<file path="src/rtl/fpba_pkg.sv">
// shared types and constants of the fit-policy block allocator
// depends on nothing; imported by the allocator top level
package fpba_pkg;

  localparam int MAX_BLOCKS   = 64;
  localparam int IDX_W        = $clog2(MAX_BLOCKS);
  localparam int CNT_W        = $clog2(MAX_BLOCKS + 1);
  localparam int ADDR_BITS    = 16;
  localparam int SIZE_W       = 16;
  localparam int HEADER_BYTES = 32;
  localparam int ARENA_RESET  = 4096;

  typedef enum logic [1:0] {
    OP_ALLOC  = 2'd0,
    OP_FREE   = 2'd1,
    OP_COUNT  = 2'd2,
    OP_UNUSED = 2'd3
  } opcode_t;

  typedef enum logic [1:0] {
    ST_OK       = 2'd0,
    ST_NO_FIT   = 2'd1,
    ST_FULL     = 2'd2,
    ST_BAD_HDL  = 2'd3
  } status_t;

  localparam logic CFG_FIT_POLICY  = 1'b0;
  localparam logic CFG_ARENA_BYTES = 1'b1;

  // one table entry: used mark, payload size, header offset
  typedef struct packed {
    logic                 used;
    logic [SIZE_W-1:0]    size;
    logic [ADDR_BITS-1:0] offset;
  } entry_t;

  localparam int ENTRY_W = $bits(entry_t);

endpackage

</file>
<file path="src/rtl/fit_policy_block_allocator_top.sv">
// fit-policy block allocator top level: sequencer around the block table ram
// depends on fpba_pkg and fpba_ram
//
// Usage: one operation beat on in_* (allocate, free, count) yields one result
// beat on out_*. Registers are written on cfg_* while the block is idle:
// index 0 selects best fit (0) or worst fit (1), index 1 sets the arena size
// and resets the table to one free block at offset 0.
// Sequence: every operation first reads all count valid entries through the
// single ram read port, one per cycle. A successful allocate then moves the
// entries above the chosen one up by one, one entry a cycle, and then writes
// the new free remainder above it and the chosen entry. A free walks the free
// neighbors on both sides one per cycle and then moves the entries above the
// merged run down.
// One item is in work at a time; in_tready is high only when idle.
// Reset: after rst_n one cycle writes entry 0 with the 4096 byte arena.
// Stall: a finished result waits in the output register; the next item is
// accepted meanwhile, and its result waits until out_tready takes the first.
module fit_policy_block_allocator_top (
  input  logic        clk,
  input  logic        rst_n,
  // in_tdata: opcode[1:0], request_bytes[17:2], handle_in[33:18]
  input  logic [39:0] in_tdata,
  input  logic        in_tvalid,
  output logic        in_tready,
  // out_tdata: status[1:0], handle_out[17:2], block_bytes[33:18], frag_count[40:34]
  output logic [47:0] out_tdata,
  output logic        out_tvalid,
  input  logic        out_tready,
  input  logic        cfg_valid,
  output logic        cfg_ready,
  input  logic        cfg_addr,
  input  logic [15:0] cfg_data
);
  import fpba_pkg::*;

  typedef enum logic [3:0] {
    S_INIT, S_IDLE, S_SCAN, S_SHIFT, S_WR_NEW, S_WR_PICK,
    S_RMERGE, S_LMERGE, S_WR_LO, S_COMPACT, S_FIN
  } state_t;

  state_t               state_r, state_nxt;
  logic                 policy_r, policy_nxt;
  logic [SIZE_W-1:0]    arena_r, arena_nxt;
  logic [CNT_W-1:0]     count_r, count_nxt;
  opcode_t              op_r, op_nxt;
  logic [15:0]          req_r, req_nxt;
  logic [15:0]          hdl_r, hdl_nxt;
  logic [CNT_W-1:0]     a_r, a_nxt;
  logic [IDX_W-1:0]     e_r, e_nxt;
  logic                 v_r, v_nxt;
  logic                 found_r, found_nxt;
  logic                 stop_r, stop_nxt;
  logic [IDX_W-1:0]     pick_r, pick_nxt;
  logic [SIZE_W-1:0]    keep_r, keep_nxt;
  logic [ADDR_BITS-1:0] poff_r, poff_nxt;
  logic [IDX_W-1:0]     lo_r, lo_nxt;
  logic [IDX_W-1:0]     hi_r, hi_nxt;
  logic [SIZE_W:0]      sum_r, sum_nxt;
  logic [CNT_W-1:0]     frag_r, frag_nxt;
  status_t              rs_r, rs_nxt;
  logic [15:0]          rh_r, rh_nxt;
  logic [15:0]          rb_r, rb_nxt;
  logic [47:0]          out_r, out_nxt;
  logic                 ov_r, ov_nxt;

  logic                 we;
  logic [IDX_W-1:0]     wa;
  entry_t               wd;
  logic [IDX_W-1:0]     ra;
  entry_t               rd;
  logic [ENTRY_W-1:0]   rd_raw;

  logic [SIZE_W:0]      rnd;
  logic [SIZE_W+1:0]    need;
  logic                 fits;
  logic [SIZE_W-1:0]    left;
  logic                 better;
  logic [IDX_W-1:0]     gap;

  fpba_ram #(.DEPTH(MAX_BLOCKS), .WIDTH(ENTRY_W)) u_ram (
    .clk (clk),
    .we  (we),
    .wa  (wa),
    .wd  (wd),
    .ra  (ra),
    .rd  (rd_raw)
  );
  assign rd = entry_t'(rd_raw);

  // allocate fit test on the entry just read
  assign rnd    = ({1'b0, req_r} + 17'd3) & ~17'd3;
  assign need   = {1'b0, rnd} + 18'(HEADER_BYTES);
  assign fits   = !rd.used && ({2'b00, rd.size} > need);
  assign left   = rd.size - rnd[SIZE_W-1:0];
  assign better = policy_r ? (left > keep_r) : (left < keep_r);
  assign gap    = hi_r - lo_r;

  assign in_tready  = (state_r == S_IDLE) && !cfg_valid;
  assign cfg_ready  = (state_r == S_IDLE);
  assign out_tdata  = out_r;
  assign out_tvalid = ov_r;

  // sequencer
  always_comb begin
    state_nxt  = state_r;
    policy_nxt = policy_r;
    arena_nxt  = arena_r;
    count_nxt  = count_r;
    op_nxt     = op_r;
    req_nxt    = req_r;
    hdl_nxt    = hdl_r;
    a_nxt      = a_r;
    e_nxt      = e_r;
    v_nxt      = 1'b0;
    found_nxt  = found_r;
    stop_nxt   = stop_r;
    pick_nxt   = pick_r;
    keep_nxt   = keep_r;
    poff_nxt   = poff_r;
    lo_nxt     = lo_r;
    hi_nxt     = hi_r;
    sum_nxt    = sum_r;
    frag_nxt   = frag_r;
    rs_nxt     = rs_r;
    rh_nxt     = rh_r;
    rb_nxt     = rb_r;
    out_nxt    = out_r;
    ov_nxt     = ov_r;
    we         = 1'b0;
    wa         = '0;
    wd         = '0;
    ra         = a_r[IDX_W-1:0];

    if (ov_r && out_tready) begin
      ov_nxt = 1'b0;
    end

    unique case (state_r)
      S_INIT: begin
        we        = 1'b1;
        wd.offset = '0;
        wd.size   = arena_r;
        wd.used   = 1'b0;
        count_nxt = CNT_W'(1);
        state_nxt = S_IDLE;
      end

      S_IDLE: begin
        if (cfg_valid) begin
          if (cfg_addr == CFG_FIT_POLICY) begin
            policy_nxt = cfg_data[0];
          end else begin
            arena_nxt = cfg_data;
            state_nxt = S_INIT;
          end
        end else if (in_tvalid) begin
          op_nxt    = opcode_t'(in_tdata[1:0]);
          req_nxt   = in_tdata[17:2];
          hdl_nxt   = in_tdata[33:18];
          a_nxt     = '0;
          found_nxt = 1'b0;
          keep_nxt  = '0;
          frag_nxt  = '0;
          rs_nxt    = ST_OK;
          rh_nxt    = '0;
          rb_nxt    = '0;
          state_nxt = S_SCAN;
        end
      end

      // one read a cycle over all valid entries
      S_SCAN: begin
        if (a_r < count_r) begin
          v_nxt = 1'b1;
          e_nxt = a_r[IDX_W-1:0];
          a_nxt = a_r + CNT_W'(1);
        end
        if (v_r) begin
          case (op_r)
            OP_ALLOC: begin
              if (fits && (!found_r || better)) begin
                found_nxt = 1'b1;
                pick_nxt  = e_r;
                keep_nxt  = left;
                poff_nxt  = rd.offset;
              end
            end
            OP_FREE: begin
              if (!found_r && (rd.offset == hdl_r)) begin
                found_nxt = 1'b1;
                lo_nxt    = e_r;
                hi_nxt    = e_r;
                sum_nxt   = {1'b0, rd.size};
                poff_nxt  = rd.offset;
              end
            end
            OP_COUNT: begin
              if (!rd.used && (rd.size < req_r)) begin
                frag_nxt = frag_r + CNT_W'(1);
              end
            end
            default: ;
          endcase
        end else if (a_r >= count_r) begin
          stop_nxt = 1'b0;
          case (op_r)
            OP_ALLOC: begin
              if (!found_r) begin
                rs_nxt    = ST_NO_FIT;
                state_nxt = S_FIN;
              end else if (count_r >= CNT_W'(MAX_BLOCKS)) begin
                rs_nxt    = ST_FULL;
                state_nxt = S_FIN;
              end else begin
                a_nxt     = count_r - CNT_W'(1);
                state_nxt = S_SHIFT;
              end
            end
            OP_FREE: begin
              if (!found_r) begin
                rs_nxt    = ST_BAD_HDL;
                state_nxt = S_FIN;
              end else begin
                a_nxt     = {1'b0, lo_r} + CNT_W'(1);
                state_nxt = S_RMERGE;
              end
            end
            default: state_nxt = S_FIN;
          endcase
        end
      end

      // move entries above the pick up by one, top first
      S_SHIFT: begin
        if (v_r) begin
          we = 1'b1;
          wa = e_r + IDX_W'(1);
          wd = rd;
        end
        if (a_r[IDX_W-1:0] != pick_r) begin
          v_nxt = 1'b1;
          e_nxt = a_r[IDX_W-1:0];
          a_nxt = a_r - CNT_W'(1);
        end else if (!v_r) begin
          state_nxt = S_WR_NEW;
        end
      end

      S_WR_NEW: begin
        we        = 1'b1;
        wa        = pick_r + IDX_W'(1);
        wd.offset = poff_r + ADDR_BITS'(HEADER_BYTES) + rnd[ADDR_BITS-1:0];
        wd.size   = keep_r - SIZE_W'(HEADER_BYTES);
        wd.used   = 1'b0;
        state_nxt = S_WR_PICK;
      end

      S_WR_PICK: begin
        we        = 1'b1;
        wa        = pick_r;
        wd.offset = poff_r;
        wd.size   = rnd[SIZE_W-1:0];
        wd.used   = 1'b1;
        count_nxt = count_r + CNT_W'(1);
        rh_nxt    = poff_r;
        rb_nxt    = rnd[15:0];
        state_nxt = S_FIN;
      end

      // absorb free neighbors above the freed entry
      S_RMERGE: begin
        if (!stop_r && (a_r < count_r)) begin
          v_nxt = 1'b1;
          e_nxt = a_r[IDX_W-1:0];
          a_nxt = a_r + CNT_W'(1);
        end
        if (v_r && !stop_r) begin
          if (!rd.used) begin
            sum_nxt = sum_r + {1'b0, rd.size} + (SIZE_W+1)'(HEADER_BYTES);
            hi_nxt  = e_r;
          end else begin
            stop_nxt = 1'b1;
            v_nxt    = 1'b0;
          end
        end
        if (stop_r || (!v_r && (a_r >= count_r))) begin
          v_nxt     = 1'b0;
          stop_nxt  = 1'b0;
          a_nxt     = {1'b0, lo_r} - CNT_W'(1);
          state_nxt = S_LMERGE;
        end
      end

      // absorb free neighbors below, walking down
      S_LMERGE: begin
        if (!stop_r && (a_r < count_r)) begin
          v_nxt = 1'b1;
          e_nxt = a_r[IDX_W-1:0];
          a_nxt = a_r - CNT_W'(1);
        end
        if (v_r && !stop_r) begin
          if (!rd.used) begin
            sum_nxt  = sum_r + {1'b0, rd.size} + (SIZE_W+1)'(HEADER_BYTES);
            lo_nxt   = e_r;
            poff_nxt = rd.offset;
          end else begin
            stop_nxt = 1'b1;
            v_nxt    = 1'b0;
          end
        end
        if (stop_r || (!v_r && (a_r >= count_r))) begin
          v_nxt     = 1'b0;
          stop_nxt  = 1'b0;
          state_nxt = S_WR_LO;
        end
      end

      S_WR_LO: begin
        we        = 1'b1;
        wa        = lo_r;
        wd.offset = poff_r;
        wd.size   = sum_r[SIZE_W-1:0];
        wd.used   = 1'b0;
        a_nxt     = {1'b0, hi_r} + CNT_W'(1);
        state_nxt = (gap == '0) ? S_FIN : S_COMPACT;
      end

      // close the gap left by the merged run
      S_COMPACT: begin
        if (v_r) begin
          we = 1'b1;
          wa = e_r - gap;
          wd = rd;
        end
        if (a_r < count_r) begin
          v_nxt = 1'b1;
          e_nxt = a_r[IDX_W-1:0];
          a_nxt = a_r + CNT_W'(1);
        end else if (!v_r) begin
          count_nxt = count_r - {1'b0, gap};
          state_nxt = S_FIN;
        end
      end

      S_FIN: begin
        if (!ov_r || out_tready) begin
          out_nxt   = {7'd0, frag_r, rb_r, rh_r, rs_r};
          ov_nxt    = 1'b1;
          state_nxt = S_IDLE;
        end
      end

      default: state_nxt = S_IDLE;
    endcase
  end

  // state and registered outputs
  always_ff @(posedge clk) begin
    if (!rst_n) begin
      state_r  <= S_INIT;
      policy_r <= 1'b0;
      arena_r  <= SIZE_W'(ARENA_RESET);
      count_r  <= CNT_W'(1);
      ov_r     <= 1'b0;
      v_r      <= 1'b0;
      stop_r   <= 1'b0;
      found_r  <= 1'b0;
    end else begin
      state_r  <= state_nxt;
      policy_r <= policy_nxt;
      arena_r  <= arena_nxt;
      count_r  <= count_nxt;
      ov_r     <= ov_nxt;
      v_r      <= v_nxt;
      stop_r   <= stop_nxt;
      found_r  <= found_nxt;
    end
    op_r   <= op_nxt;
    req_r  <= req_nxt;
    hdl_r  <= hdl_nxt;
    a_r    <= a_nxt;
    e_r    <= e_nxt;
    pick_r <= pick_nxt;
    keep_r <= keep_nxt;
    poff_r <= poff_nxt;
    lo_r   <= lo_nxt;
    hi_r   <= hi_nxt;
    sum_r  <= sum_nxt;
    frag_r <= frag_nxt;
    rs_r   <= rs_nxt;
    rh_r   <= rh_nxt;
    rb_r   <= rb_nxt;
    out_r  <= out_nxt;
  end

  // table fill stays within its bounds
  a_count_range: assert property (@(posedge clk) disable iff (!rst_n)
    (count_r >= CNT_W'(1)) && (count_r <= CNT_W'(MAX_BLOCKS)))
    else $error("block count out of range");

  // an upward move never writes above index count, one past the current fill
  a_shift_bound: assert property (@(posedge clk) disable iff (!rst_n)
    (we && (state_r == S_SHIFT)) |-> ({1'b0, wa} <= count_r))
    else $error("shift write beyond table fill");

  // an accepted beat always starts a table scan
  a_start_scan: assert property (@(posedge clk) disable iff (!rst_n)
    (in_tvalid && in_tready) |=> (state_r == S_SCAN))
    else $error("accepted beat did not start a scan");

endmodule

</file>
<file path="src/rtl/fpba_ram.sv">
// block table storage: one write port, one read port, registered read data
// depends on nothing but its parameters
module fpba_ram #(
  parameter int DEPTH = 64,
  parameter int WIDTH = 33
) (
  input  logic                     clk,
  input  logic                     we,
  input  logic [$clog2(DEPTH)-1:0] wa,
  input  logic [WIDTH-1:0]         wd,
  input  logic [$clog2(DEPTH)-1:0] ra,
  output logic [WIDTH-1:0]         rd
);

  logic [WIDTH-1:0] mem [DEPTH];

  // write port
  always_ff @(posedge clk) begin
    if (we) begin
      mem[wa] <= wd;
    end
  end

  // read port, read data registered
  always_ff @(posedge clk) begin
    rd <= mem[ra];
  end

endmodule
</file>
<file path="config.mk">
export PLATFORM = sky130hd
export DESIGN_NAME = fit_policy_block_allocator_top
export DESIGN_NICKNAME = d
export VERILOG_FILES = /design/src/rtl/fpba_pkg.sv /design/src/rtl/fit_policy_block_allocator_top.sv /design/src/rtl/fpba_ram.sv
export SDC_FILE = /design/constraint.sdc
export NUM_CORES = 2
export LEC_CHECK = 0
export ABC_AREA = 1
export BUFFER_PORTS_ARGS = -buffer_cell sky130_fd_sc_hd__buf_4
export CORE_ASPECT_RATIO = 1.75
export CORE_MARGIN = 4
export CORE_UTILIZATION = 55
export CTS_CLUSTER_DIAMETER = 100
export DETAILED_ROUTE_END_ITERATION = 7
export PLACE_DENSITY = 0.82
export SYNTH_ARGS = -nofsm -noshare
export SYNTH_HDL_FRONTEND = slang
export SYNTH_SLANG_ARGS = --single-unit
</file>
<file path="constraint.sdc">
create_clock -name clk -period 7.1 [get_ports clk]
set_input_delay 0.71 -clock clk [delete_from_list [all_inputs] [get_ports clk]]
set_output_delay 0.71 -clock clk [all_outputs]
set_load 0.02 [all_outputs]
</file>
==> summary.txt <==
Synth
  – Area leader, netlist: edfxtp_1
  – Async set-reset flop share out of synthesis: 0%
  – Top FF cell, synth: edfxtp_1
  – Post-synthesis sequential area ratio: 72.9%
  – Cells after synthesis: 7,219
  – Syn_area_per_cell: 13.4 um^2
  – Synth top area share: 71.5%
  – Synth warn: 0
  – Post-synth EDFFs: 2,303
  – Register bit count reported by yosys: 2,368
  – Synth area leaders: edfxtp_1, nor2_1, o21ai_0, o221ai_1, nand2_1
  – Post-Syn Area: 96,700 um^2
  – Yosys cell types: 63

Routing
  – DRT Pass-1 Iters: 8
  – 1st-iter DRT viols: 9,477
  – DRC: 0
  – Vias: 66,600
  – WL/cell: 30.1 um
  – DR vias/cell: 6.90
  – Final wirelength: 290,000 um
  – Post-detailed-route count of antenna-violating nets: 0

Placed design
  – Port-buffer cells: 97
  – Post-DP HPWL: 172,000 um
  – DP Area: 101,000 um^2
  – Placer Congestion: 0.962

Setup path
  – Slowest stage delay, CP: 0.77 ns
  – Critical Path AT: 6.12 ns
  – CP endpoint kind: flip-flop
  – Critical path cell sequence: nand2_1 -> nor2_2 -> nand2_1 -> nand2_1 -> nand2_1 -> inv_1 -> ha_1 -> o21ai_0 -> nand3_1 -> nand3_1 -> nand2_1 -> nand2_1 -> inv_1 -> ha_1 -> nand2_1 -> o21ai_0 -> a21oi_1 -> a21oi_1 -> nor2_1 -> nor2_1 -> nand3_1 -> nor3_1
  – Setup crit start kind: flip-flop
  – Critical path class: reg -> reg
  – CP delay by family, top: simple AND/OR/NAND/NOR gates
  – Crit path top cell by count: nand2_1
  – Buffers & Inverters on Critical Path: 2
  – Crit-path max FO: 6
  – Critical Path RT: 7.53 ns
  – Worst path slowest cell: nor3_1

Clocking
  – CTS tree: built
  – Bufs on Longest Clock Path: 4
  – Clk_lat worst skew: 0.84 ns
  – Post-CTS Resized: 0
  – CTS root buf: clkbuf_16
  – Post-CTS Hold Buffers: 0
  – TritonCTS Buffers: 192
  – Clk sinks: 2,368
  – H-tree depth: 4
  – Post-CTS Setup Bufs: 0
  – Clk slew on worst S/H paths: 0.07 ns

Cells and area
  – Final #Nets: 7,453
  – Final instance area: 107,000 um^2
  – Layout area overhead: 10.6%
  – Share of layout cells above drive strength 1: 10.0%
  – Commonest non-fill, non-tap cell in the layout: edfxtp_1
  – Most frequent cells in the layout: edfxtp_1, nor2_1, o21ai_0
  – Core Util, Final: 61.2%

Floorplanning
  – Die height: 563 um
  – Count of standard-cell rows: 203
  – Die area: 183,000 um^2
  – Ports: 113
  – Core Region: 175,000 um^2
  – Die Wd: 325 um
  – Initial core utilization: 55.3%

STA
  – TNS Setup: 0 ns
  – Clock skew: 0.0640 ns
  – Slew @ Worst Pin: 1.36 ns
  – Final period utilization: 80.2%
  – Final hold viol count: 0
  – Pins Over Slew Limit: 0
  – RSZ-0062 raised after global routing: no
  – Setup Viol. Count Final: 0
  – Slew headroom: 9.22%
  – Final period demand of the worst path: 5.69 ns
  – Fmax: 176 MHz

Pwr
  – Pwr per Cell Area: 305 nW/um^2
  – Peak supply drop: 190 uV
  – Pleak: 33.5 nW

Global routing
  – Pin count of the biggest net entering global routing: 165
  – Vias in the first global route: 65,700
  – GRT Total Usage: 30.7%
  – Initial antenna violation count: 8
  – Residual overflow from global routing: 0
  – First-pass GRT wire length: 419,000 um

Flow run
  – Max-Cap Viols: 0

Status
  – Outcome: finished, final reports clean

Worst hold path
  – HP Class: in -> reg
-- routing by layer --
metal	vias to the layer above	wire length, um	global-route usage (%)
met2	5698	146000	53.9
met3	1371	31500	4.99
met4	10	25800	22.7
li1	27500	-	-
met5	-	64	0
met1	32000	86600	33.7
-- final timing paths --
kind                 from             to  slack (ns)  depth (start not counted)
max              req_r[3]      pick_r[0]        1.41                         22
min          in_tdata[15]      req_r[13]        0.04                          1
max reg2reg      req_r[3]      pick_r[0]        1.41                         22
min reg2reg      rh_r[12]  out_tdata[14]        0.42                          0
-- power breakdown --
part / internal, mW / leakage (nW) / switching, mW
logic: 1.60 / 10.7 / 4.52
clock network: 5.63 / 2.94 / 4.92
registers: 15.7 / 19.9 / 0.273
total: 22.9 / 33.5 / 9.71
-- worst reg2reg max path: stages (launching register included) --
cell and delay, ns:
edfxtp_1 0.40, nand2_1 0.10, nor2_2 0.25, nand2_1 0.12, nand2_1 0.09, nand2_1 0.27, inv_1 0.40, ha_1 0.33
o21ai_0 0.59, nand3_1 0.25, nand3_1 0.15, nand2_1 0.05, nand2_1 0.11, inv_1 0.07, ha_1 0.27, nand2_1 0.06
o21ai_0 0.29, a21oi_1 0.11, a21oi_1 0.16, nor2_1 0.06, nor2_1 0.08, nand3_1 0.29, nor3_1 0.78
-- synth_stat cells (47+ instances only) --
cell	n
o221ai_1	221
o22ai_1	249
nand3_1	257
edfxtp_1	2303
o32ai_1	117
nor3_1	182
dfxtp_1	65
clkbuf_1	270
nor4_1	149
nand3b_1	143
o31ai_1	131
o21ai_0	652
inv_1	277
nor2_1	930
buf_2	125
ha_1	140
nand2_1	489
a21oi_1	143
o211ai_1	47
-- through the flow --
step | setup WS [ns] | hold slack (ns) | cells | total power [mW]
after global routing | 0.883 | 0.0254 | 9651 | 33.5
after detailed placement | 1.58 | 0.405 | 9306 | 22.1
after global placement | 1.55 | 0.400 | 9306 | 21.9
final | 1.41 | 0.0436 | 9651 | 32.6
after CTS | 1.53 | 0.00910 | 9650 | 32.4
after floorplan | 1.53 | 0.400 | 7227 | 19.8
-- state kept, by name, summed over array words and instances, names as in the netlist, 14 cells and up --
signal and flops:
hdl_r 16, req_r 16, poff_r 16, u_ram.mem 2112, arena_r 16, sum_r 16, out_tdata 39, u_ram.rd 33
keep_r 16, rb_r 14, rh_r 16
-- logic make-up (layout without fill, tap and decap cells) --
group	Yosys count	after routing	synth area share [%]
adder cells (fa/ha/maj)	146	146	1.94
buffers and inverters	753	921	3.15
other	1	10	0.00388
AND/OR/NAND/NOR	2235	2235	10.5
flip-flops	2368	2368	72.9
AO/OA/AOI/OAI	1656	1656	11.0
XOR/XNOR	60	60	0.551
-- cell type report --
type,count,area (um^2)
fillers,12100,67800
clock buffers,226,4970
repair buffers,280,2350
well taps,2255,2820
diodes,1,2.50
clock inverters,118,1090
inverters,297,1150
flip-flops and latches,2368,70500
multi-input cells,4106,24100
Power figures use the tool's default switching activity.
